$ cat src/rtl/assert_macros.svh
// Assertion helpers shared by the RTL.
`ifndef ASSERT_MACROS_SVH
`define ASSERT_MACROS_SVH

// Condition and property checked in the same cycle.
`define ASSERT_SAME(label, clk, rst, cond, prop) \
   label: assert property (@(posedge clk) disable iff (rst) (cond) |-> (prop)) \
      else $error("same-cycle check failed");

// Property checked in the cycle after the condition.
`define ASSERT_NEXT(label, clk, rst, cond, prop) \
   label: assert property (@(posedge clk) disable iff (rst) (cond) |=> (prop)) \
      else $error("next-cycle check failed");

`endif

$ cat src/rtl/rclp_pkg.sv
`default_nettype none

package rclp_pkg;

   // Field widths
   localparam int CUTOFF_BITS = 24;
   localparam int STEP_BITS   = 20;
   localparam int SAMPLE_BITS = 32;

   // Smoothing factor arithmetic: n = fc * dt * 2pi, den = scale + n
   localparam int TWO_PI_BITS = 19;
   localparam int PROD1_BITS  = CUTOFF_BITS + STEP_BITS;
   localparam int NUM_BITS    = 63;
   localparam int DEN_BITS    = 64;
   localparam int REM_BITS    = DEN_BITS + 1;

   localparam logic [TWO_PI_BITS-1:0] TWO_PI_Q16 = 19'd411775;
   localparam logic [DEN_BITS-1:0]    TIME_SCALE = 64'd16777216000000;
   localparam logic [CUTOFF_BITS-1:0] CUTOFF_RESET = 24'd2560;

   // Item kinds on the request
   localparam logic KIND_SAMPLE  = 1'b0;
   localparam logic KIND_PRELOAD = 1'b1;

   // Result status
   localparam logic STATUS_OK       = 1'b0;
   localparam logic STATUS_BAD_STEP = 1'b1;

   // Operation codes passed from front to back
   localparam int OP_BITS = 2;
   localparam logic [OP_BITS-1:0] OP_PRELOAD = 2'd0;
   localparam logic [OP_BITS-1:0] OP_REJECT  = 2'd1;
   localparam logic [OP_BITS-1:0] OP_SAMPLE  = 2'd2;

   // Depth of the command queue between front and back
   localparam int QUEUE_DEPTH = 2;

   typedef struct packed {
      logic                          kind;
      logic signed [SAMPLE_BITS-1:0] value;
      logic [STEP_BITS-1:0]          time_step;
   } req_type;

   typedef struct packed {
      logic signed [SAMPLE_BITS-1:0] filtered;
      logic                          status;
   } rsp_type;

endpackage

`default_nettype wire

$ cat src/rtl/rclp_queue.sv
`default_nettype none

// Small command queue between front and back.
module rclp_queue #(
   parameter int WIDTH = 58
) (
   input  wire logic             clock,
   input  wire logic             reset,
   input  wire logic             wr_en,
   input  wire logic [WIDTH-1:0] wr_data,
   output logic                  full,
   input  wire logic             rd_en,
   output logic [WIDTH-1:0]      rd_data,
   output logic                  empty
);

   localparam int DEPTH    = rclp_pkg::QUEUE_DEPTH;
   localparam int PTR_BITS = (DEPTH > 1) ? $clog2(DEPTH) : 1;
   localparam int CNT_BITS = $clog2(DEPTH + 1);

   logic [WIDTH-1:0]    entry_ff [DEPTH];
   logic [PTR_BITS-1:0] wr_ptr_ff, wr_ptr_in;
   logic [PTR_BITS-1:0] rd_ptr_ff, rd_ptr_in;
   logic [CNT_BITS-1:0] count_ff, count_in;
   logic                do_wr, do_rd;

   assign full    = (count_ff == CNT_BITS'(DEPTH));
   assign empty   = (count_ff == '0);
   assign do_wr   = wr_en && !full;
   assign do_rd   = rd_en && !empty;
   assign rd_data = entry_ff[rd_ptr_ff];

   // pointer and fill bookkeeping
   always_comb begin
      wr_ptr_in = wr_ptr_ff;
      rd_ptr_in = rd_ptr_ff;
      count_in  = count_ff;
      if (do_wr) begin
         wr_ptr_in = (wr_ptr_ff == PTR_BITS'(DEPTH - 1)) ? '0 : wr_ptr_ff + 1'b1;
      end
      if (do_rd) begin
         rd_ptr_in = (rd_ptr_ff == PTR_BITS'(DEPTH - 1)) ? '0 : rd_ptr_ff + 1'b1;
      end
      if (do_wr && !do_rd) begin
         count_in = count_ff + 1'b1;
      end else if (do_rd && !do_wr) begin
         count_in = count_ff - 1'b1;
      end
   end

   always_ff @(posedge clock) begin
      if (reset) begin
         wr_ptr_ff <= '0;
         rd_ptr_ff <= '0;
         count_ff  <= '0;
      end else begin
         wr_ptr_ff <= wr_ptr_in;
         rd_ptr_ff <= rd_ptr_in;
         count_ff  <= count_in;
      end
   end

   // entry storage
   always_ff @(posedge clock) begin
      if (do_wr) begin
         entry_ff[wr_ptr_ff] <= wr_data;
      end
   end

endmodule

`default_nettype wire

$ cat config.mk
export PLATFORM = sky130hd
export DESIGN_NAME = rclp_queue
export DESIGN_NICKNAME = d
export VERILOG_FILES = /design/src/rtl/assert_macros.svh /design/src/rtl/rclp_pkg.sv /design/src/rtl/rclp_queue.sv
export SDC_FILE = /design/constraint.sdc
export NUM_CORES = 1
export LEC_CHECK = 0
export ABC_AREA = 0
export ABC_CLOCK_PERIOD_IN_PS = 7100
export BUFFER_PORTS_ARGS = -buffer_cell sky130_fd_sc_hd__clkbuf_2
export CORE_MARGIN = 10
export CORE_UTILIZATION = 55
export DETAILED_ROUTE_END_ITERATION = 6
export PLACE_DENSITY = 0.87
export SYNTH_ARGS = -nofsm -noshare
export SYNTH_HDL_FRONTEND = slang
export SYNTH_SLANG_ARGS = --single-unit
$ cat constraint.sdc
create_clock -name clock -period 7.1 [get_ports clock]
set_clock_uncertainty 0.2 [all_clocks]
set_input_delay 1.42 -clock clock [delete_from_list [all_inputs] [get_ports clock]]
set_output_delay 1.42 -clock clock [all_outputs]
set_load 0.02 [all_outputs]
# Yosys cells after proc, flatten, opt, wreduce, memory -nomap -nowiden
# Memory sizes are Yosys's and may differ from the RTL's. A register that Yosys moved wholly into a read port is not among the register bits.
# Index checks and enable logic that the tools add are counted.
[word_totals]
out_inout_bits = 60
n_memories = 1
register_bits = 4
wordCells = 27
ram_bits = 116
input_bits = 62
[memory_table]
columns = ["name", "depth", "word_bits", "read_ports", "rd_ports_with_merged_regs", "write_ports", "line_no", "text"]
rows = [
  ["entry_ff", 2, 58, 1, 1, 1, "rclp_queue.sv:21", "logic [WIDTH-1:0] entry_ff [DEPTH];"],
]
[op_classes]
n_addsub = 4
reduce_logical = 10
mux = 8
eq_ne = 1
[ops]
columns = ["op", "n"]
rows = [
  ["two-way mux 1 bit", 6],
  ["logical AND 1 bit", 4],
  ["zero test 1 bit", 4],
  ["two-way mux 2 bit", 2],
  ["adder 1 bit (second input constant)", 2],
  ["adder 2 x 1 -> 2 bit (second input constant)", 1],
  ["== test 2 bit (second input constant)", 1],
  ["zero test 2 bit", 1],
  ["nonzero test 2 bit", 1],
  ["subtractor 2 x 1 -> 2 bit (second input constant)", 1],
]

# Logic depth before layout (Yosys ltp)
[depth]
depth_word = 7
mapped_depth = 6
mapped_depth_nobuf = 6

# Worst setup path after synthesis
# Ideal clock, no wire load.
[synth_timing]
path_type = "input port to flip-flop"
from = "input wr_en"
to = "memory entry_ff[1][0], enable pin"
path_stages = 3
path_buffers = 0
setup_time_ns = 0.422
arrival_ns = 2.982
setup_slack_ns = 3.496
required_time_ns = 6.478
path_cell_list = "inv_1 nor2_1 and2_1"
[synth_via]
elab_chain_len = 3
[synth_rtl]
columns = ["element", "line_no", "text"]
rows = [
  ["start: declaration", "rclp_queue.sv:9", "input wire logic wr_en,"],
  ["logical AND 1 bit", "rclp_queue.sv:29", "assign do_wr = wr_en && !full;"],
  ["via do_wr", "rclp_queue.sv:25", "logic do_wr, do_rd;"],
  ["two-way mux 1 bit", "rclp_queue.sv:65", "if (do_wr) begin"],
  ["two-way mux 1 bit (not written as such)", "rclp_queue.sv:66", "entry_ff[wr_ptr_ff] <= wr_data;"],
  ["end: declaration", "rclp_queue.sv:21", ""],
]
# The timed path passes the listed nets, and every way through them passes these cells.

==> results.cfg <==
[place]
io_buffers = 121
dp_slack_ns = 3.67
place_congestion = 0.710
hpwl_mm = 5.96
place_inst = 425
place_area_mm2 = 0.00511

[yosys]
post-synth-top-area-cell = edfxtp_1
synth.ff_latch_count = 121
synth.area.top_cells = edfxtp_1, mux2_2, dfxtp_1
netlist.area_leader.share_pct = 79.2
synthesis.instances = 205
synth_fp_nets = 268
syn-mean-instance-area_um2 = 21.5
yosysUniqueCellTypes = 15
ys_seq_area_share_pct = 81.5
syn_area_mm2 = 0.00440
yosysWarnings = 0

[sta]
finalCriticalPeriod_ns = 3.89
max_slew_margin_pct = 48.2
rsz0062_at_grt = false
fin_crit_sh_pct = 54.9
max_freq_mhz = 257
hold_viol_final = 0
fin_tns_setup_ns = 0
tightest_slew_ns = 0.777
setup_ws_ns = 3.21
setup_viol = 0
final_max_slew_viol_count = 0

[power_and_ir_drop]
p_leak_nw = 2.18
switchingPower_mw = 0.678
max-vdd-ir-drop_uv = 296
power.density_mw_per_mm2 = 399
p_int_mw = 1.59
sw_frac_of_total_pct = 29.9
clkPwrFrac_pct = 34.2
combPwrFrac_pct = 24.0
p_seq_share_pct = 41.8

[layout]
diodes = 0
num-fill-cells = 503
layout_commonest_cell = clkbuf_2
fin_util_pct = 73.0
drive_gt1_share_pct = 61.1
design_area_mm2 = 0.00567
syn2layout_area_growth_pct = 28.9
fin_cells = 457
layout_common_cells = clkbuf_2, edfxtp_1, mux2_2
nets = 405

[die]
die_h_um = 109
initial_utilization_pct = 56.6
io_pins = 122
core-area_mm2 = 0.00777
fp.dieW_um = 109
rows = 32
die_area_mm2 = 0.0120

[global_routing]
grt_pass1_vias = 2538
grt_use_met1_pct = 13.8
grt_pass1_wl_mm = 12.9
grt_max_degree = 59
grt_usage_pct = 14.4
use_met2_pct = 25.9
gr-max-usage-layer = met2
grt-ovfl-total = 0
grt_antenna_before_repair = 1
use_met3_pct = 7.20

[worst_setup_path]
worst-setup-path-type = reg -> out
cp_data_arrival_time_ns = 2.27
worst_r2r_startpoint = count_ff[0]$_SDFFE_PP0P_
endpoint = rd_data[21]
cpPeakStageDelay_ns = 0.74
required_ns = 5.48
start_kind = flip-flop
timing.rr.end = entry_ff[1][17]$_DFFE_PP_
cp_top_family = flip-flops
cp_cell_sequence = buf_4 > mux2_2 > clkbuf_2
worst-path-stages = 3
worstSetupEndpointType = output port
slowest_stage = dfxtp_2
path_max_fanout = 31
r2r_cells = 4
r2r_slack_ns = 4.79
crit_buf_inv = 2

[routing]
drcViolationCount = 0
drtIter0Drc = 86
routed_wl_mm = 8.51
viasPerCell = 4.95
wl_per_cell_um = 18.6
dr_total_vias = 2263
ant_nets = 0
drt_first_pass_iters = 4

[cts]
cts_tree = built
cts_sinks = 121
clock_latency_ns = 0.49
holdBufCountCts = 0
cts_resized = 0
post_cts_buffers = 0
clock_tree.root_cell = clkbuf_8
cts_buffers = 17
htree_levels = 4
max-clock-path-buffers = 2
path_clk_slew_ns = 0.06

[min_path]
min_path_type = reg -> reg

[outcome]
status = complete, no violations

[run]
maxCapViolations = 0
==> synth_stat cells <==
| library cell | instances |
|---|---|
| a21oi_1 | 2 |
| and2_1 | 1 |
| buf_2 | 3 |
| buf_4 | 1 |
| buf_6 | 2 |
| dfxtp_1 | 5 |
| edfxtp_1 | 116 |
| ha_1 | 1 |
| inv_1 | 2 |
| mux2_2 | 58 |
| nor2_1 | 5 |
| nor2b_2 | 1 |
| o21ai_0 | 3 |
| or3_1 | 2 |
| xor2_1 | 3 |
==> power groups by stage <==
stage	sequential [mW]	clock [mW]	combinational [mW]
2_1_floorplan	0.935	0	0.402
3_3_place_gp	0.957	0	0.542
3_5_place_dp	0.963	0	0.552
4_1_cts	0.950	0.792	0.555
5_1_grt	0.959	0.824	0.587
6_report	0.946	0.775	0.543
==> worst reg2reg max path, cell delays in order, from the launching register on <==
cell	delay [ns]
dfxtp_1	0.42
nor2b_2	0.09
nor2_1	0.13
and2_2	0.62
buf_4	0.49
==> flip-flops by register name, summed over array words and instances, names as in the netlist, named ones only <==
| register | flops |
|---|---|
| wr_ptr_ff | 1 |
| count_ff | 2 |
| entry_ff | 116 |
| rd_ptr_ff | 1 |
==> cell families after synthesis <==
| group | share of synthesized area [%] |
|---|---|
| AO/OA/AOI/OAI | 0.569 |
| buffers and inverters | 1.19 |
| AND/OR/NAND/NOR | 1.05 |
| multiplexers | 14.8 |
| XOR/XNOR | 0.597 |
| flip-flops | 81.5 |
| adder cells (fa/ha/maj) | 0.284 |
==> per-stage QoR <==
stage	total power, mW	hold WS (ns)
floorplan	1.34	0.252
global placement	1.50	0.265
detailed placement	1.51	0.298
CTS	2.30	0.313
global route	2.37	0.354
finish	2.26	0.307
==> layer usage <==
| layer | vias up | wire [um] |
|---|---|---|
| met5 | - | 0 |
| met4 | 0 | 15 |
| met1 | 1096 | 3120 |
| met3 | 2 | 790 |
| met2 | 76 | 4590 |
| li1 | 1089 | - |
==> worst min-delay path by stage <==
stage               slack, ns                     end  cells after the start                   start
detailed placement       0.30               flip-flop                      2  rd_ptr_ff$_SDFFE_PP0P_
global placement         0.27  wr_ptr_ff$_SDFFE_PP0P_                      2  wr_ptr_ff$_SDFFE_PP0P_
CTS                      0.31  wr_ptr_ff$_SDFFE_PP0P_                      2  wr_ptr_ff$_SDFFE_PP0P_
global route             0.35  wr_ptr_ff$_SDFFE_PP0P_                      2  wr_ptr_ff$_SDFFE_PP0P_
finish                   0.31  wr_ptr_ff$_SDFFE_PP0P_                      2  wr_ptr_ff$_SDFFE_PP0P_
floorplan                0.25  wr_ptr_ff$_SDFFE_PP0P_                      2  wr_ptr_ff$_SDFFE_PP0P_
==> final cells by class <==
class | count | area [um^2] | area share [%]
Multi-Input combinational cell | 76 | 764 | 13.5
Clock inverter | 15 | 143 | 2.52
Inverter | 2 | 7.51 | 0.132
Clock buffer | 17 | 414 | 7.31
Sequential cell | 121 | 3580 | 63.2
Tap cell | 102 | 128 | 2.25
Timing Repair Buffer | 124 | 628 | 11.1
(Power assumes the default switching activity.)
