<file path="src/rtl/assert_macros.svh">
// Assertion helpers shared by the RTL.
`ifndef ASSERT_MACROS_SVH
`define ASSERT_MACROS_SVH

// Condition and property checked in the same cycle.
`define ASSERT_SAME(label, clk, rst, cond, prop) \
   label: assert property (@(posedge clk) disable iff (rst) (cond) |-> (prop)) \
      else $error("same-cycle check failed");

// Property checked in the cycle after the condition.
`define ASSERT_NEXT(label, clk, rst, cond, prop) \
   label: assert property (@(posedge clk) disable iff (rst) (cond) |=> (prop)) \
      else $error("next-cycle check failed");

`endif

</file>
<file path="src/rtl/rclp_pkg.sv">
`default_nettype none

package rclp_pkg;

   // Field widths
   localparam int CUTOFF_BITS = 24;
   localparam int STEP_BITS   = 20;
   localparam int SAMPLE_BITS = 32;

   // Smoothing factor arithmetic: n = fc * dt * 2pi, den = scale + n
   localparam int TWO_PI_BITS = 19;
   localparam int PROD1_BITS  = CUTOFF_BITS + STEP_BITS;
   localparam int NUM_BITS    = 63;
   localparam int DEN_BITS    = 64;
   localparam int REM_BITS    = DEN_BITS + 1;

   localparam logic [TWO_PI_BITS-1:0] TWO_PI_Q16 = 19'd411775;
   localparam logic [DEN_BITS-1:0]    TIME_SCALE = 64'd16777216000000;
   localparam logic [CUTOFF_BITS-1:0] CUTOFF_RESET = 24'd2560;

   // Item kinds on the request
   localparam logic KIND_SAMPLE  = 1'b0;
   localparam logic KIND_PRELOAD = 1'b1;

   // Result status
   localparam logic STATUS_OK       = 1'b0;
   localparam logic STATUS_BAD_STEP = 1'b1;

   // Operation codes passed from front to back
   localparam int OP_BITS = 2;
   localparam logic [OP_BITS-1:0] OP_PRELOAD = 2'd0;
   localparam logic [OP_BITS-1:0] OP_REJECT  = 2'd1;
   localparam logic [OP_BITS-1:0] OP_SAMPLE  = 2'd2;

   // Depth of the command queue between front and back
   localparam int QUEUE_DEPTH = 2;

   typedef struct packed {
      logic                          kind;
      logic signed [SAMPLE_BITS-1:0] value;
      logic [STEP_BITS-1:0]          time_step;
   } req_type;

   typedef struct packed {
      logic signed [SAMPLE_BITS-1:0] filtered;
      logic                          status;
   } rsp_type;

endpackage

`default_nettype wire

</file>
<file path="src/rtl/rclp_front.sv">
`default_nettype none

// Front end: takes a request beat, classifies it and works out the
// smoothing factor for samples with a restoring divider.
module rclp_front #(
   parameter int ALPHA_FRAC_BITS = 24
) (
   input  wire logic                                  clock,
   input  wire logic                                  reset,
   input  wire logic                                  push,
   output logic                                       full,
   input  wire rclp_pkg::req_type                     req_data,
   input  wire logic [rclp_pkg::CUTOFF_BITS-1:0]      cutoff,
   input  wire logic                                  q_full,
   output logic                                       q_push,
   output logic [rclp_pkg::OP_BITS+rclp_pkg::SAMPLE_BITS+ALPHA_FRAC_BITS-1:0] q_data
);

   localparam int A        = ALPHA_FRAC_BITS;
   localparam int CNT_BITS = $clog2(A);

   localparam logic [2:0] F_IDLE = 3'd0;
   localparam logic [2:0] F_MUL1 = 3'd1;
   localparam logic [2:0] F_MUL2 = 3'd2;
   localparam logic [2:0] F_LOAD = 3'd3;
   localparam logic [2:0] F_DIV  = 3'd4;
   localparam logic [2:0] F_PUSH = 3'd5;

   logic [2:0]                                state_ff, state_in;
   logic [rclp_pkg::OP_BITS-1:0]              op_ff, op_in;
   logic signed [rclp_pkg::SAMPLE_BITS-1:0]   value_ff, value_in;
   logic [rclp_pkg::STEP_BITS-1:0]            dt_ff, dt_in;
   logic [rclp_pkg::PROD1_BITS-1:0]           prod1_ff, prod1_in;
   logic [rclp_pkg::REM_BITS-1:0]             rem_ff, rem_in;
   logic [rclp_pkg::DEN_BITS-1:0]             den_ff, den_in;
   logic [A-1:0]                              quo_ff, quo_in;
   logic [CNT_BITS-1:0]                       cnt_ff, cnt_in;
   logic [rclp_pkg::NUM_BITS-1:0]             num_prod;
   logic [rclp_pkg::REM_BITS-1:0]             shifted;
   logic [rclp_pkg::REM_BITS-1:0]             den_wide;

   assign full   = (state_ff != F_IDLE);
   assign q_push = (state_ff == F_PUSH) && !q_full;
   assign q_data = {op_ff, value_ff, quo_ff};

   // second multiply: fc * dt * 2pi
   assign num_prod = rclp_pkg::NUM_BITS'(prod1_ff)
                   * rclp_pkg::NUM_BITS'(rclp_pkg::TWO_PI_Q16);

   // one quotient bit per divider step
   assign shifted  = {rem_ff[rclp_pkg::REM_BITS-2:0], 1'b0};
   assign den_wide = {1'b0, den_ff};

   always_comb begin
      state_in = state_ff;
      op_in    = op_ff;
      value_in = value_ff;
      dt_in    = dt_ff;
      prod1_in = prod1_ff;
      rem_in   = rem_ff;
      den_in   = den_ff;
      quo_in   = quo_ff;
      cnt_in   = cnt_ff;
      unique case (state_ff)
         F_IDLE: begin
            if (push) begin
               value_in = req_data.value;
               dt_in    = req_data.time_step;
               quo_in   = '0;
               if (req_data.kind == rclp_pkg::KIND_PRELOAD) begin
                  op_in    = rclp_pkg::OP_PRELOAD;
                  state_in = F_PUSH;
               end else if (req_data.time_step == '0) begin
                  op_in    = rclp_pkg::OP_REJECT;
                  state_in = F_PUSH;
               end else begin
                  op_in    = rclp_pkg::OP_SAMPLE;
                  state_in = F_MUL1;
               end
            end
         end
         F_MUL1: begin
            prod1_in = rclp_pkg::PROD1_BITS'(cutoff) * rclp_pkg::PROD1_BITS'(dt_ff);
            state_in = F_MUL2;
         end
         F_MUL2: begin
            rem_in   = rclp_pkg::REM_BITS'(num_prod);
            state_in = F_LOAD;
         end
         F_LOAD: begin
            den_in   = rclp_pkg::TIME_SCALE
                     + rclp_pkg::DEN_BITS'(rem_ff[rclp_pkg::NUM_BITS-1:0]);
            cnt_in   = '0;
            state_in = F_DIV;
         end
         F_DIV: begin
            if (shifted >= den_wide) begin
               rem_in = shifted - den_wide;
               quo_in = {quo_ff[A-2:0], 1'b1};
            end else begin
               rem_in = shifted;
               quo_in = {quo_ff[A-2:0], 1'b0};
            end
            if (cnt_ff == CNT_BITS'(A - 1)) begin
               state_in = F_PUSH;
            end else begin
               cnt_in = cnt_ff + 1'b1;
            end
         end
         F_PUSH: begin
            if (!q_full) begin
               state_in = F_IDLE;
            end
         end
         default: begin
            state_in = F_IDLE;
         end
      endcase
   end

   always_ff @(posedge clock) begin
      if (reset) begin
         state_ff <= F_IDLE;
      end else begin
         state_ff <= state_in;
      end
   end

   always_ff @(posedge clock) begin
      op_ff    <= op_in;
      value_ff <= value_in;
      dt_ff    <= dt_in;
      prod1_ff <= prod1_in;
      rem_ff   <= rem_in;
      den_ff   <= den_in;
      quo_ff   <= quo_in;
      cnt_ff   <= cnt_in;
   end

endmodule

`default_nettype wire

</file>
<file path="config.mk">
export PLATFORM = sky130hd
export DESIGN_NAME = rclp_front
export DESIGN_NICKNAME = d
export VERILOG_FILES = /design/src/rtl/assert_macros.svh /design/src/rtl/rclp_pkg.sv /design/src/rtl/rclp_front.sv
export SDC_FILE = /design/constraint.sdc
export NUM_CORES = 2
export LEC_CHECK = 0
export BUFFER_PORTS_ARGS = -buffer_cell sky130_fd_sc_hd__buf_4
export CELL_PAD_IN_SITES_DETAIL_PLACEMENT = 0
export CELL_PAD_IN_SITES_GLOBAL_PLACEMENT = 2
export CORE_ASPECT_RATIO = 0.75
export CORE_MARGIN = 2
export CORE_UTILIZATION = 42
export CTS_BUF_LIST = sky130_fd_sc_hd__clkbuf_16
export DETAILED_ROUTE_END_ITERATION = 10
export GPL_ROUTABILITY_DRIVEN = 0
export PLACE_DENSITY_LB_ADDON = 0.1
export SLEW_MARGIN = 25
export SYNTH_ARGS = -nofsm -noshare
export SYNTH_HDL_FRONTEND = slang
export SYNTH_SLANG_ARGS = --single-unit
</file>
<file path="constraint.sdc">
create_clock -name clock -period 9.3 [get_ports clock]
set_clock_uncertainty 0.05 [all_clocks]
set_input_delay 1.86 -clock clock [delete_from_list [all_inputs] [get_ports clock]]
set_output_delay 1.86 -clock clock [all_outputs]
set_load 0.05 [all_outputs]
</file>
# Word-level counts from Yosys, hierarchy flattened
# Cells that the tools add are included.
word_totals:
  elab_cells: 51
  out_inout_bits: 60
  inputBits: 81
  reg_bits: 258
op_classes:
  order_cmp: 1
  n_eq_ne: 10
  n_reduce_logical: 12
  mul: 2
  n_mux: 14
  add_sub_neg: 3
ops:
  columns: ["operator", "n"]
  rows:
  - ["$pmux W64 S2", 1]
  - ["$ge A65 B64 Y1", 1]
  - ["$add A44 B63 Y64 const A", 1]
  - ["$mux W64", 1]
  - ["$sub A64 B64 Y64", 1]
  - ["$mul A44 B19 Y63 const B", 1]
  - ["$pmux W24 S2", 1]
  - ["$mul A24 B20 Y44", 1]
  - ["$mux W24", 1]
  - ["$logic_not A20 Y1", 1]
  - ["$pmux W3 S6", 1]
  - ["$mux W3", 5]
  - ["$pmux W5 S2", 1]
  - ["$ne A2 B2 Y1 const B", 4]
  - ["$eq A3 B2 Y1 const B", 2]
  - ["$eq A3 B3 Y1 const B", 2]
  - ["$reduce_and A2 Y1", 3]
  - ["$reduce_bool A2 Y1", 3]
  - ["$add A5 B1 Y5 const B", 1]
  - ["$eq A5 B5 Y1 const B", 1]
  - ["$mux W5", 1]
  - ["$eq A3 B1 Y1 const B", 1]
  - ["$logic_not A3 Y1", 1]
  - ["$reduce_and A3 Y1", 1]
  - ["other kinds (5)", 5]

# Longest topological paths before layout
logic_depth:
  depth_word: 5
  ltp_mapped: 28
  mapped_depth_nobuf: 26

# Worst setup path before layout
# No wires, ideal clock.
synth_path:
  path_kind: "in2reg"
  from: "in cutoff[8] in the netlist's numbering"
  to: "reg prod1_ff[40] in the netlist's numbering, data pin"
  t_arrival_ps: 8204
  cell_stages: 26
  path_buffers: 1
  path_slack_ps: 782
  setup_ps: 265
  t_required_ps: 8985
  path_cell_list: "clkbuf_1 > and2_1 > fa_1 > fa_1 > inv_1 > fa_1 > inv_1 > fa_1 > inv_1 > fa_1 > inv_1 > fa_1 > inv_1 > fa_1 > inv_1 > ha_1 > nand2_1 > a2111oi_0 > o21a_1 > nor3_1 > o311a_1 > o31ai_2 > o221ai_1 > o21ai_0 > nor2b_1 > a211oi_1"
synth_between:
  elab_chain_cells: 1
synth_rtl:
  columns: ["item", "line", "source"]
  rows:
  - ["start, declared", "rclp_front.sv:13", "input wire logic [rclp_pkg::CUTOFF_BITS-1:0] cutoff,"]
  - ["$mul A24 B20 Y44", "rclp_front.sv:83", "prod1_in = rclp_pkg::PROD1_BITS'(cutoff) * rclp_pkg::PROD1_BITS'(dt_ff);"]
  - ["end signal, assigned", "rclp_front.sv:133", "prod1_ff <= prod1_in;"]
  - ["end, declared", "rclp_front.sv:33", "logic [rclp_pkg::PROD1_BITS-1:0] prod1_ff, prod1_in;"]
# No other way between the ends.
# A chain may end at the register's enable or synchronous reset.

# Worst setup path in the final report
layout_path:
  from: "in cutoff[10] in the netlist's numbering"
  to: "reg prod1_ff[40] in the netlist's numbering, data pin"
# The elaborated chain is that of the path after synthesis.

==> run summary <==
most common cell in the netlist: inv_1
Synth area leader: fa_1
PortBufs: 140
Hold Slack: 0.438 ns
endpoints failing setup: 0
H-tree levels: 2
Most Frequent Cell on Critical Path: fa_1
critical path type: in -> reg
result of the run: finished, final reports clean
#FFs+latches synth: 258
All-Layer GR Usage: 0.223
fmax: 116 MHz
largest delay contributor family on the critical path: adder cells
final std cells w/o fill: 6001
setup TNS: 0 ns
die area: 106000 sq um
CTS tree: yes
initial core utilization: 0.422
largest net degree at the start of global routing: 74
largest cells by area after synthesis: fa_1 (33%), edfxtp_1 (18%), ha_1 (13%), inv_1 (8.8%), and2_1 (3.8%)
Mapped Area: 43400 sq um
Final Hold Fails: 0
syn nets: 5797
post-synth top area share: 0.328
Filler cells: 10.1k
CP startpoint: cutoff[10]
Clk Latency, worst-skew pair: 0.59 ns
total grt overflow: 0
Worst EP arrival: 8.97 ns
first-pass GRT wire length: 184000 um
Worst setup EP type: flip-flop
Post-synth EDFFs: 255
number of global-route vias before repair: 31.4k
row cnt: 102
post-CTS setup buffer count: 0
Worst setup SP type: primary input
crit path max fanout: 12
CTS root buffer: clkbuf_16
DR DRC count: 0
TritonCTS buffer count: 35
mux contribution to synthesized area: 0.00170
XOR/XNOR share of the synthesized area: 0.0375
slew margin rel.: 0.298
fraction of layout instances using a drive strength above 1: 0.0587
Placeable Area: 103000 sq um
Final ANT Viol Nets: 0
CTS Buffer Depth: 3
final core occ: 0.458
clock sinks: 258
Buf/Inv on CP: 8
worst r2r src: dt_ff[4]
Hold Path Origin: rem_ff[13]
I/O Pins: 141
Final Critical Period: 8.64 ns
Tcrit/Tclk final: 0.929
Unique masters post-synth: 77
Final #Nets: 5856
CP max-delay cell: fa_1
Die W: 375 um
Yosys warning total: 0
HP Class: reg -> reg
Syn Area/Cell: 9.51 sq um
Die H: 282 um
worst stage delay on the critical path: 0.53 ns
Area growth syn-to-layout: 8.53%
Slew Limit Fails: 0
drt pass-1 iters: 7
Worst-Margin Slew: 1.05 ns
initial antenna violation count: 4
sequential share of the synthesized area: 0.178
drt initial violations: 1919
Simple-Gate Fraction of Synth Area: 0.124
number of max-cap violations: 0
DR WL/cell: 19.2 um
main combinational cell family by area after synthesis: adder cells
vias per inst: 5.20
via count: 31.2k
Req. time, crit path: 9.63 ns
DP Cell Count: 5932
Most used DFF post-synth: edfxtp_1
Adder-Cell Fraction of Synth Area: 0.456
Post-CTS Hold Fix Bufs: 0
Synth async-reset ratio: 0
post-cts gate resize count: 0
Synth Area in Compound Gates: 0.0997
post-synthesis instance total: 4562
final wirelength: 115000 um
RSZ-0062 raised after global routing: no
clock slew at reported path FFs: 0.06 ns
Synth top cells by count: inv_1 (1018), fa_1 (711), ha_1 (443)
Final HPWL DP: 96000 um
## kinds of logic after synthesis
| kind of cell | Yosys count |
|---|---|
| buffers and inverters | 1190 |
| multiplexers | 7 |
| AO/OA/AOI/OAI | 673 |
| AND/OR/NAND/NOR | 1094 |
| adder cells (fa/ha/maj) | 1154 |
| XOR/XNOR | 186 |
| flip-flops | 258 |
## layer usage
metal / up-vias / GRT usage / part of all wire
met1: 15900 / 0.362 / 0.53
met4: 0 / 0.0360 / 0.014
met3: 80 / 0.0278 / 0.046
met5: - / 0 / 0
met2: 573 / 0.316 / 0.41
li1: 14700 / - / -
## layout make-up
type                    instances  area [sq um]  share of cell area
clock buffers                  37           926              0.0197
flip-flops and latches        258          7720               0.164
repair buffers                194          1510              0.0321
well taps                    1352          1690              0.0359
clock inverters                26           200             0.00425
inverters                    1018          3820              0.0811
diodes                          2          5.00            0.000106
multi-input cells            3114         31200               0.663
## placed cells by master (no fill, tap or decap), types with 15 or more instances in the layout
cell,count
nand3_1,48
nor3_1,42
o21a_1,17
and3_1,48
inv_1,1023
fa_1,711
xnor2_1,118
ha_1,443
edfxtp_1,255
o21ai_0,115
buf_4,189
a211oi_1,38
nor2b_1,19
nand4_1,44
a31oi_1,27
nand2_1,410
a21oi_1,214
o21bai_1,34
nor2_1,150
xor2_1,68
a21o_1,75
o31ai_1,15
o211ai_1,26
and2_1,265
clkbuf_16,37
## flip-flops by register name, summed over array words and instances, names as in the netlist
name / count
prod1_ff: 44
value_ff: 32
rem_ff: 64
cnt_ff: 5
dt_ff: 20
quo_ff: 24
op_ff: 2
den_ff: 64
state_ff: 3
## per-stage QoR
| step | worst slack [ns] | instance area [sq um] |
|---|---|---|
| 2_1_floorplan | 0.782 | 43400 |
| 3_3_place_gp | 0.243 | 45900 |
| 3_5_place_dp | 0.138 | 45900 |
| 4_1_cts | 0.712 | 47000 |
| 5_1_grt | 0.326 | 47100 |
| 6_report | 0.663 | 47100 |
## worst register-to-register path, stage by stage (launching register included)
cell and delay, ns:
edfxtp_1 1.02, and2_1 0.28, fa_1 0.42, fa_1 0.52
inv_1 0.05, fa_1 0.52, inv_1 0.05, fa_1 0.50
inv_1 0.05, fa_1 0.47, inv_1 0.05, fa_1 0.53
inv_1 0.06, fa_1 0.53, inv_1 0.04, ha_1 0.36
nand2_1 0.13, a2111oi_0 0.37, o21a_1 0.26, nor3_1 0.12
o311a_1 0.47, o31ai_2 0.27, buf_4 0.17, o221ai_1 0.15
o21ai_0 0.24, a211oi_1 0.11, a211oi_1 0.21
## final timing paths
| check | slack, ns | endpoint | cells after the start |
|---|---|---|---|
| hold / removal | 0.44 | den_ff[13] | 0 |
| setup / recovery | 0.66 | prod1_ff[40] | 27 |
| hold reg to reg | 0.44 | den_ff[13] | 0 |
| setup reg to reg | 1.07 | prod1_ff[40] | 26 |
Power is left out: the tool's default activity adds up to more than one toggle a clock period on the data nets, which glitch-free logic cannot reach.
