$ cat src/rtl/assert_macros.svh
// Assertion helpers shared by the RTL.
`ifndef ASSERT_MACROS_SVH
`define ASSERT_MACROS_SVH

// Condition and property checked in the same cycle.
`define ASSERT_SAME(label, clk, rst, cond, prop) \
   label: assert property (@(posedge clk) disable iff (rst) (cond) |-> (prop)) \
      else $error("same-cycle check failed");

// Property checked in the cycle after the condition.
`define ASSERT_NEXT(label, clk, rst, cond, prop) \
   label: assert property (@(posedge clk) disable iff (rst) (cond) |=> (prop)) \
      else $error("next-cycle check failed");

`endif

$ cat src/rtl/rclp_pkg.sv
`default_nettype none

package rclp_pkg;

   // Field widths
   localparam int CUTOFF_BITS = 24;
   localparam int STEP_BITS   = 20;
   localparam int SAMPLE_BITS = 32;

   // Smoothing factor arithmetic: n = fc * dt * 2pi, den = scale + n
   localparam int TWO_PI_BITS = 19;
   localparam int PROD1_BITS  = CUTOFF_BITS + STEP_BITS;
   localparam int NUM_BITS    = 63;
   localparam int DEN_BITS    = 64;
   localparam int REM_BITS    = DEN_BITS + 1;

   localparam logic [TWO_PI_BITS-1:0] TWO_PI_Q16 = 19'd411775;
   localparam logic [DEN_BITS-1:0]    TIME_SCALE = 64'd16777216000000;
   localparam logic [CUTOFF_BITS-1:0] CUTOFF_RESET = 24'd2560;

   // Item kinds on the request
   localparam logic KIND_SAMPLE  = 1'b0;
   localparam logic KIND_PRELOAD = 1'b1;

   // Result status
   localparam logic STATUS_OK       = 1'b0;
   localparam logic STATUS_BAD_STEP = 1'b1;

   // Operation codes passed from front to back
   localparam int OP_BITS = 2;
   localparam logic [OP_BITS-1:0] OP_PRELOAD = 2'd0;
   localparam logic [OP_BITS-1:0] OP_REJECT  = 2'd1;
   localparam logic [OP_BITS-1:0] OP_SAMPLE  = 2'd2;

   // Depth of the command queue between front and back
   localparam int QUEUE_DEPTH = 2;

   typedef struct packed {
      logic                          kind;
      logic signed [SAMPLE_BITS-1:0] value;
      logic [STEP_BITS-1:0]          time_step;
   } req_type;

   typedef struct packed {
      logic signed [SAMPLE_BITS-1:0] filtered;
      logic                          status;
   } rsp_type;

endpackage

`default_nettype wire

$ cat src/rtl/rclp_back.sv
`default_nettype none

// Back end: holds the filter state, applies each command and keeps the
// result register on the response side.
module rclp_back #(
   parameter int ALPHA_FRAC_BITS = 24
) (
   input  wire logic                                  clock,
   input  wire logic                                  reset,
   input  wire logic                                  q_empty,
   input  wire logic [rclp_pkg::OP_BITS+rclp_pkg::SAMPLE_BITS+ALPHA_FRAC_BITS-1:0] q_data,
   output logic                                       q_pop,
   output logic                                       empty,
   input  wire logic                                  pop,
   output rclp_pkg::rsp_type                          rsp_data
);

   localparam int A         = ALPHA_FRAC_BITS;
   localparam int S         = rclp_pkg::SAMPLE_BITS;
   localparam int MAG_BITS  = S + 1;
   localparam int LO_BITS   = MAG_BITS / 2;
   localparam int HI_BITS   = MAG_BITS - LO_BITS;
   localparam int PLO_BITS  = LO_BITS + A;
   localparam int PHI_BITS  = HI_BITS + A;
   localparam int PROD_BITS = MAG_BITS + A;

   localparam logic [2:0] B_IDLE  = 3'd0;
   localparam logic [2:0] B_ABS   = 3'd1;
   localparam logic [2:0] B_MLO   = 3'd2;
   localparam logic [2:0] B_MHI   = 3'd3;
   localparam logic [2:0] B_SUM   = 3'd4;
   localparam logic [2:0] B_APPLY = 3'd5;
   localparam logic [2:0] B_OUT   = 3'd6;

   logic [2:0]                   state_ff, state_in;
   logic [S-1:0]                 held_ff, held_in;
   logic                         primed_ff, primed_in;
   logic                         out_valid_ff, out_valid_in;
   logic [A-1:0]                 alpha_ff, alpha_in;
   logic [MAG_BITS-1:0]          diff_ff, diff_in;
   logic                         neg_ff, neg_in;
   logic [MAG_BITS-1:0]          mag_ff, mag_in;
   logic [PLO_BITS-1:0]          plo_ff, plo_in;
   logic [PHI_BITS-1:0]          phi_ff, phi_in;
   logic [MAG_BITS-1:0]          step_ff, step_in;
   rclp_pkg::rsp_type            res_ff, res_in;
   rclp_pkg::rsp_type            out_ff, out_in;

   logic [rclp_pkg::OP_BITS-1:0] q_op;
   logic [S-1:0]                 q_value;
   logic [A-1:0]                 q_alpha;
   logic [PROD_BITS-1:0]         prod_sum;
   logic [MAG_BITS-1:0]          held_wide;
   logic [MAG_BITS-1:0]          held_next;

   // command unpacking
   assign q_op    = q_data[A+S+rclp_pkg::OP_BITS-1 -: rclp_pkg::OP_BITS];
   assign q_value = q_data[A+S-1 -: S];
   assign q_alpha = q_data[A-1:0];

   assign q_pop    = (state_ff == B_IDLE) && !q_empty;
   assign empty    = !out_valid_ff;
   assign rsp_data = out_ff;

   // datapath helpers
   assign held_wide = {held_ff[S-1], held_ff};
   assign prod_sum  = PROD_BITS'(plo_ff) + (PROD_BITS'(phi_ff) << LO_BITS);
   assign held_next = neg_ff ? held_wide - step_ff : held_wide + step_ff;

   always_comb begin
      state_in     = state_ff;
      held_in      = held_ff;
      primed_in    = primed_ff;
      out_valid_in = out_valid_ff && !pop;
      alpha_in     = alpha_ff;
      diff_in      = diff_ff;
      neg_in       = neg_ff;
      mag_in       = mag_ff;
      plo_in       = plo_ff;
      phi_in       = phi_ff;
      step_in      = step_ff;
      res_in       = res_ff;
      out_in       = out_ff;
      unique case (state_ff)
         B_IDLE: begin
            if (!q_empty) begin
               alpha_in = q_alpha;
               state_in = B_OUT;
               unique case (q_op)
                  rclp_pkg::OP_PRELOAD: begin
                     held_in         = q_value;
                     primed_in       = 1'b1;
                     res_in.filtered = q_value;
                     res_in.status   = rclp_pkg::STATUS_OK;
                  end
                  rclp_pkg::OP_SAMPLE: begin
                     if (primed_ff) begin
                        diff_in  = {q_value[S-1], q_value} - held_wide;
                        state_in = B_ABS;
                     end else begin
                        // first sample passes straight through
                        held_in         = q_value;
                        primed_in       = 1'b1;
                        res_in.filtered = q_value;
                        res_in.status   = rclp_pkg::STATUS_OK;
                     end
                  end
                  default: begin
                     res_in.filtered = held_ff;
                     res_in.status   = rclp_pkg::STATUS_BAD_STEP;
                  end
               endcase
            end
         end
         B_ABS: begin
            neg_in   = diff_ff[MAG_BITS-1];
            mag_in   = diff_ff[MAG_BITS-1] ? -diff_ff : diff_ff;
            state_in = B_MLO;
         end
         B_MLO: begin
            plo_in   = PLO_BITS'(mag_ff[LO_BITS-1:0]) * PLO_BITS'(alpha_ff);
            state_in = B_MHI;
         end
         B_MHI: begin
            phi_in   = PHI_BITS'(mag_ff[MAG_BITS-1:LO_BITS]) * PHI_BITS'(alpha_ff);
            state_in = B_SUM;
         end
         B_SUM: begin
            step_in  = prod_sum[PROD_BITS-1:A];
            state_in = B_APPLY;
         end
         B_APPLY: begin
            held_in         = held_next[S-1:0];
            res_in.filtered = held_next[S-1:0];
            res_in.status   = rclp_pkg::STATUS_OK;
            state_in        = B_OUT;
         end
         B_OUT: begin
            // wait for the result register to free up
            if (!out_valid_ff || pop) begin
               out_in       = res_ff;
               out_valid_in = 1'b1;
               state_in     = B_IDLE;
            end
         end
         default: begin
            state_in = B_IDLE;
         end
      endcase
   end

   always_ff @(posedge clock) begin
      if (reset) begin
         state_ff     <= B_IDLE;
         held_ff      <= '0;
         primed_ff    <= 1'b0;
         out_valid_ff <= 1'b0;
      end else begin
         state_ff     <= state_in;
         held_ff      <= held_in;
         primed_ff    <= primed_in;
         out_valid_ff <= out_valid_in;
      end
   end

   always_ff @(posedge clock) begin
      alpha_ff <= alpha_in;
      diff_ff  <= diff_in;
      neg_ff   <= neg_in;
      mag_ff   <= mag_in;
      plo_ff   <= plo_in;
      phi_ff   <= phi_in;
      step_ff  <= step_in;
      res_ff   <= res_in;
      out_ff   <= out_in;
   end

endmodule

`default_nettype wire

$ cat config.mk
export PLATFORM = sky130hd
export DESIGN_NAME = rclp_back
export DESIGN_NICKNAME = d
export VERILOG_FILES = /design/src/rtl/assert_macros.svh /design/src/rtl/rclp_pkg.sv /design/src/rtl/rclp_back.sv
export SDC_FILE = /design/constraint.sdc
export NUM_CORES = 2
export LEC_CHECK = 0
export CORE_MARGIN = 2
export CORE_UTILIZATION = 45
export DETAILED_ROUTE_END_ITERATION = 7
export DONT_BUFFER_PORTS = 1
export PLACE_DENSITY = 0.61
export SLEW_MARGIN = 20
export SYNTH_ARGS = -nofsm -noshare
export SYNTH_HDL_FRONTEND = slang
export SYNTH_SLANG_ARGS = --single-unit
$ cat constraint.sdc
create_clock -name clock -period 11.6 [get_ports clock]
set_input_delay 2.32 -clock clock [delete_from_list [all_inputs] [get_ports clock]]
set_output_delay 2.32 -clock clock [all_outputs]
set_load 0.01 [all_outputs]
Word level (Yosys, flattened, before mapping)
Index checks and enable logic that the tools add are counted.

storage, ports and cells
  register bits = 306
  bits of input ports = 62
  word-level logic and storage cells = 69

cells by class
  add/subtract/negate cells = 5
  $mul = 2
  equality and inequality tests = 11
  multiplexer cells = 17
  bitwise operators = 1
  reduce and logical (&&, ||, !) cells = 17

operator list
  operator              count
  $pmux W33 S2          2
  $mux W32              4
  $pmux W32 S2          2
  $mux W33              2
  $add A40 B56 Y56      1
  $mul A16 B24 Y40      1
  $mul A17 B24 Y40      1
  $neg A33 Y33          1
  $sub A32 B32 Y33      1
  $add A32 B32 Y32      1
  $sub A32 B32 Y32      1
  $pmux W3 S7           1
  $mux W3               4
  $eq A3 B3 Y1 const B  3
  $reduce_and A4 Y1     2
  $eq A3 B2 Y1 const B  2
  $reduce_and A2 Y1     3
  $reduce_and A3 Y1     2
  $ne A2 B2 Y1 const B  2
  $eq A3 B1 Y1 const B  1
  $logic_not A1 Y1      3
  $logic_not A3 Y1      1
  $ne A3 B1 Y1 const B  1
  $ne A3 B3 Y1 const B  1
  8 further kinds       10

Logic depth before layout (Yosys ltp)
  depth after elaboration = 4
  depth in mapped cells = 25
  gate-level depth less buffers = 24

Worst setup path before layout
Ideal clock, no wire load.

  path kind = register -> register
  start point = register alpha_ff[13]
  end point = register phi_ff[38] (data pin)
  setup time = 0.257 ns
  arrival = 6.178 ns
  setup slack = 5.165 ns
  cell stages (with the launch flop) = 25
  buffers on the path = 1
  clock period less this slack = 6.435 ns
  path through = edfxtp_1 clkbuf_1 nand2_1 fa_1 inv_1 fa_1 inv_1 fa_1 inv_1 fa_1 fa_1 inv_1 fa_1 inv_1 ha_1 a21oi_1 o21ai_0 a21oi_1 o21ai_0 nor3_1 a31oi_1 o41ai_1 o211ai_1 o21a_1 xor2_1

on the way
  cells in the longest elaborated chain, start to end = 1

ends and longest elaborated chain
  item                      line              RTL
  start: declaration        rclp_back.sv:39   logic [A-1:0] alpha_ff, alpha_in;
  start signal: assignment  rclp_back.sv:167  alpha_ff <= alpha_in;
  $mul A17 B24 Y40          rclp_back.sv:125  phi_in = PHI_BITS'(mag_ff[MAG_BITS-1:LO_BITS]) * PHI_BITS'(alpha_ff);
  end signal: assignment    rclp_back.sv:172  phi_ff <= phi_in;
  end: declaration          rclp_back.sv:44   logic [PHI_BITS-1:0] phi_ff, phi_in;

No other way between the ends.
A chain may end at the register's enable or synchronous reset.

Worst setup path after layout
  start point = register mag_ff[18]
  end point = register phi_ff[38] (data pin)

on the way
  cells in the longest elaborated chain, start to end = 1

ends and longest elaborated chain
  item                      line              RTL
  start: declaration        rclp_back.sv:42   logic [MAG_BITS-1:0] mag_ff, mag_in;
  start signal: assignment  rclp_back.sv:170  mag_ff <= mag_in;
  $mul A17 B24 Y40          rclp_back.sv:125

No other way between the ends.

==> results.md <==
* # placed instances at 5,295
* Post-route setup slack at 3720 ps
* DR WL/cell at 19.1 um
* Synth top area share at 31.7%
* Final setup vio count at 0
* GRT Total Usage at 23.3%
* Global-route wire length before repair at 166 mm
* Post-synth EDFFs at 253
* Top cells by count, synth: inv_1 (839), fa_1 (635), nand2_1 (596)
* Clock Pin Slew Worst Setup and Hold Paths at 70 ps
* DR pass1 iterations at 5
* Final min period at 7880 ps
* Cts hold-fix bufs at 0
* Setup TNS Final at 0 ps
* Number of global-route vias before repair at 29,834
* Synth area leader: fa_1
* Vias/cell at 5.32
* Clock Sinks at 290
* Multi-input logic area at 27,900 um^2
* Total CTS buffers at 37
* CTS tree: yes
* Seq. cell area at 8340 um^2
* Drt total wl at 102 mm
* Critical Path Source Type: flop
* Met3 Use GR at 2.58%
* Worst Tran Pin Value at 1060 ps
* Flop and latch count out of synthesis at 290
* Die area at 91,400 um^2
* Initial drt markers at 1,649
* Slew Viols, Final at 0
* Initial Util at 45.3%
* Grt met2 use at 41.1%
* Final Skew at 36.2 ps
* Row Count at 109
* DP HPWL at 77.8 mm
* Post-Syn Nets at 5,254
* Hold Crit Class: reg2reg
* Die H at 302 um
* Ys async rst share at 0%
* Syn. warnings at 0
* GR Util met1 at 30.3%
* Core Region at 88,400 um^2
* Clock Latency Late Sink at 570 ps
* Layout area overhead at 6.32%
* Seq/Total Area, Yosys at 20.8%
* Worst endpoint required time at 11,900 ps
* Final Hold Fails at 0
* Worst EP arrival at 8170 ps
* Status: finished clean
* Hold endpoint: rsp_data[26]
* Critical R2R Capture: phi_ff[38]
* GP Congestion at 0.896
* Hold Crit Depth at 0
* Post_cts resized at 0
* Non-filler cells, final at 5,365
* Worst reg2reg path startpoint: mag_ff[18]
* IO buf count at 0
* Post-Syn Area per Cell at 9.43 um^2
* Largest net degree at the start of global routing at 61
* Drt drc at 0
* H-tree Lvls at 2
* Yosys cell types at 76
* RSZ-0062 raised after global routing: no
* Top cells by area, synth: fa_1 (32%), edfxtp_1 (19%), ha_1 (9.6%), inv_1 (7.9%), nand2_1 (5.6%)
* GRT busiest layer: met2
* Vias post-DR at 28,516
* Crit Path Class: reg2reg
* Cells after Synth at 4,249
* CTS root buf: clkbuf_16
* Worst-path maximum fanout at 24
* Placement Setup Slack at 3760 ps
* Max_cap viols at 0
* Hold Path Origin: res_ff[26]
* Final nets at 5,175
* Tcrit/Tclk final at 67.9%
* Initial antenna violation count at 3
* Number of setup buffers added after CTS at 0
* Fillers at 8,314
* Total gr overflow at 0
* Cell Area, Synth at 40,100 um^2
* Top-count cell post-synth: inv_1
* Slew HR at 29.3%
* CTS max path bufs at 3
* Worst reg2reg path depth at 21
* Share of cells above drive strength 1 at 3.83%
* Main synth FF type: edfxtp_1
* Final Util at 48.2%
* R2R Setup Slk at 3720 ps
* CP endpoint kind: flop
* ANT nets after route at 0
* Fmax at 0.127 GHz
* Ports at 97
* Die W at 302 um
sequential cells by signal, summed over array words and instances, names as in the netlist:
| signal | flops |
|---|---|
| out_valid_ff | 1 |
| state_ff | 3 |
| phi_ff | 40 |
| neg_ff | 1 |
| plo_ff | 24 |
| step_ff | 32 |
| primed_ff | 1 |
| held_ff | 32 |
| res_ff | 33 |
| rsp_data | 33 |
| alpha_ff | 24 |
| diff_ff | 33 |
| mag_ff | 33 |
layout make-up:
class,instances,area share [%]
multi-input combinational,2940,65.6
sequential,290,19.6
inverter,839,7.39
tap,1165,3.42
clock buffer,44,2.29
timing repair buffer,62,1.11
clock inverter,24,0.637
antenna,1,0.00587
placed cells by master, fill, tap and decap left out, types with 19 or more instances in the layout:
| cell type | count |
|---|---|
| clkbuf_16 | 38 |
| o21a_1 | 27 |
| a21oi_1 | 155 |
| inv_1 | 838 |
| o21ai_0 | 106 |
| nand2_1 | 596 |
| a31oi_1 | 19 |
| nand2b_1 | 20 |
| edfxtp_1 | 253 |
| nor2_1 | 140 |
| nand3_1 | 37 |
| nor2b_1 | 26 |
| buf_4 | 61 |
| dfxtp_1 | 37 |
| fa_1 | 635 |
| and2_1 | 310 |
| mux2i_1 | 31 |
| nor3_1 | 37 |
| a21o_1 | 61 |
| xor2_1 | 39 |
| ha_1 | 308 |
| xnor2_1 | 145 |
metal layers:
layer	up-vias	wire length (um)
met5	-	16
met4	2	3110
met3	144	4200
met2	632	51700
met1	14547	43400
li1	13191	-
cell families (layout without fill, tap and decap cells):
kind of cell    after synthesis  after routing  share of synthesized area (%)
other cells                   0              1                              0
fa+ha+maj                   943            943                           41.3
buf+inv                    1019            969                           9.57
xor+xnor                    184            184                           4.02
compound gates              515            515                           8.31
mux                          31             31                          0.774
flops                       290            290                           20.8
simple gates               1267           1267                           15.2
worst max-delay path, cell delays in order (launching register included):
cell and delay (ps):
edfxtp_1 960, nand2_1 190, fa_1 570, fa_1 580, fa_1 450, fa_1 550
inv_1 50, fa_1 480, inv_1 50, fa_1 500, inv_1 50, ha_1 340
o21a_1 210, o21ai_0 170, nor3_1 90, o2111a_1 140, nor3_1 630, a31oi_1 360
o41ai_1 600, o211ai_1 240, o21a_1 230, xor2_1 130
stage by stage:
step,hold WS [ps],area [um^2]
3_3_place_gp,403,41300
3_5_place_dp,405,41300
4_1_cts,418,42600
6_report,412,42600
2_1_floorplan,400,40100
5_1_grt,418,42600
worst max path at each step:
stage	startpoint	to	slack, ps	depth (start not counted)
floorplan	alpha_ff[13]	phi_ff[38]	5170	24
global placement	alpha_ff[5]	phi_ff[38]	3880	23
detailed placement	mag_ff[24]	phi_ff[38]	3760	21
CTS	mag_ff[24]	phi_ff[38]	3720	21
global route	alpha_ff[5]	phi_ff[34]	3280	23
finish	mag_ff[18]	phi_ff[38]	3720	21
Power is not shown: default switching activity piles up to over one toggle a cycle in this logic, so the estimate is an artifact.
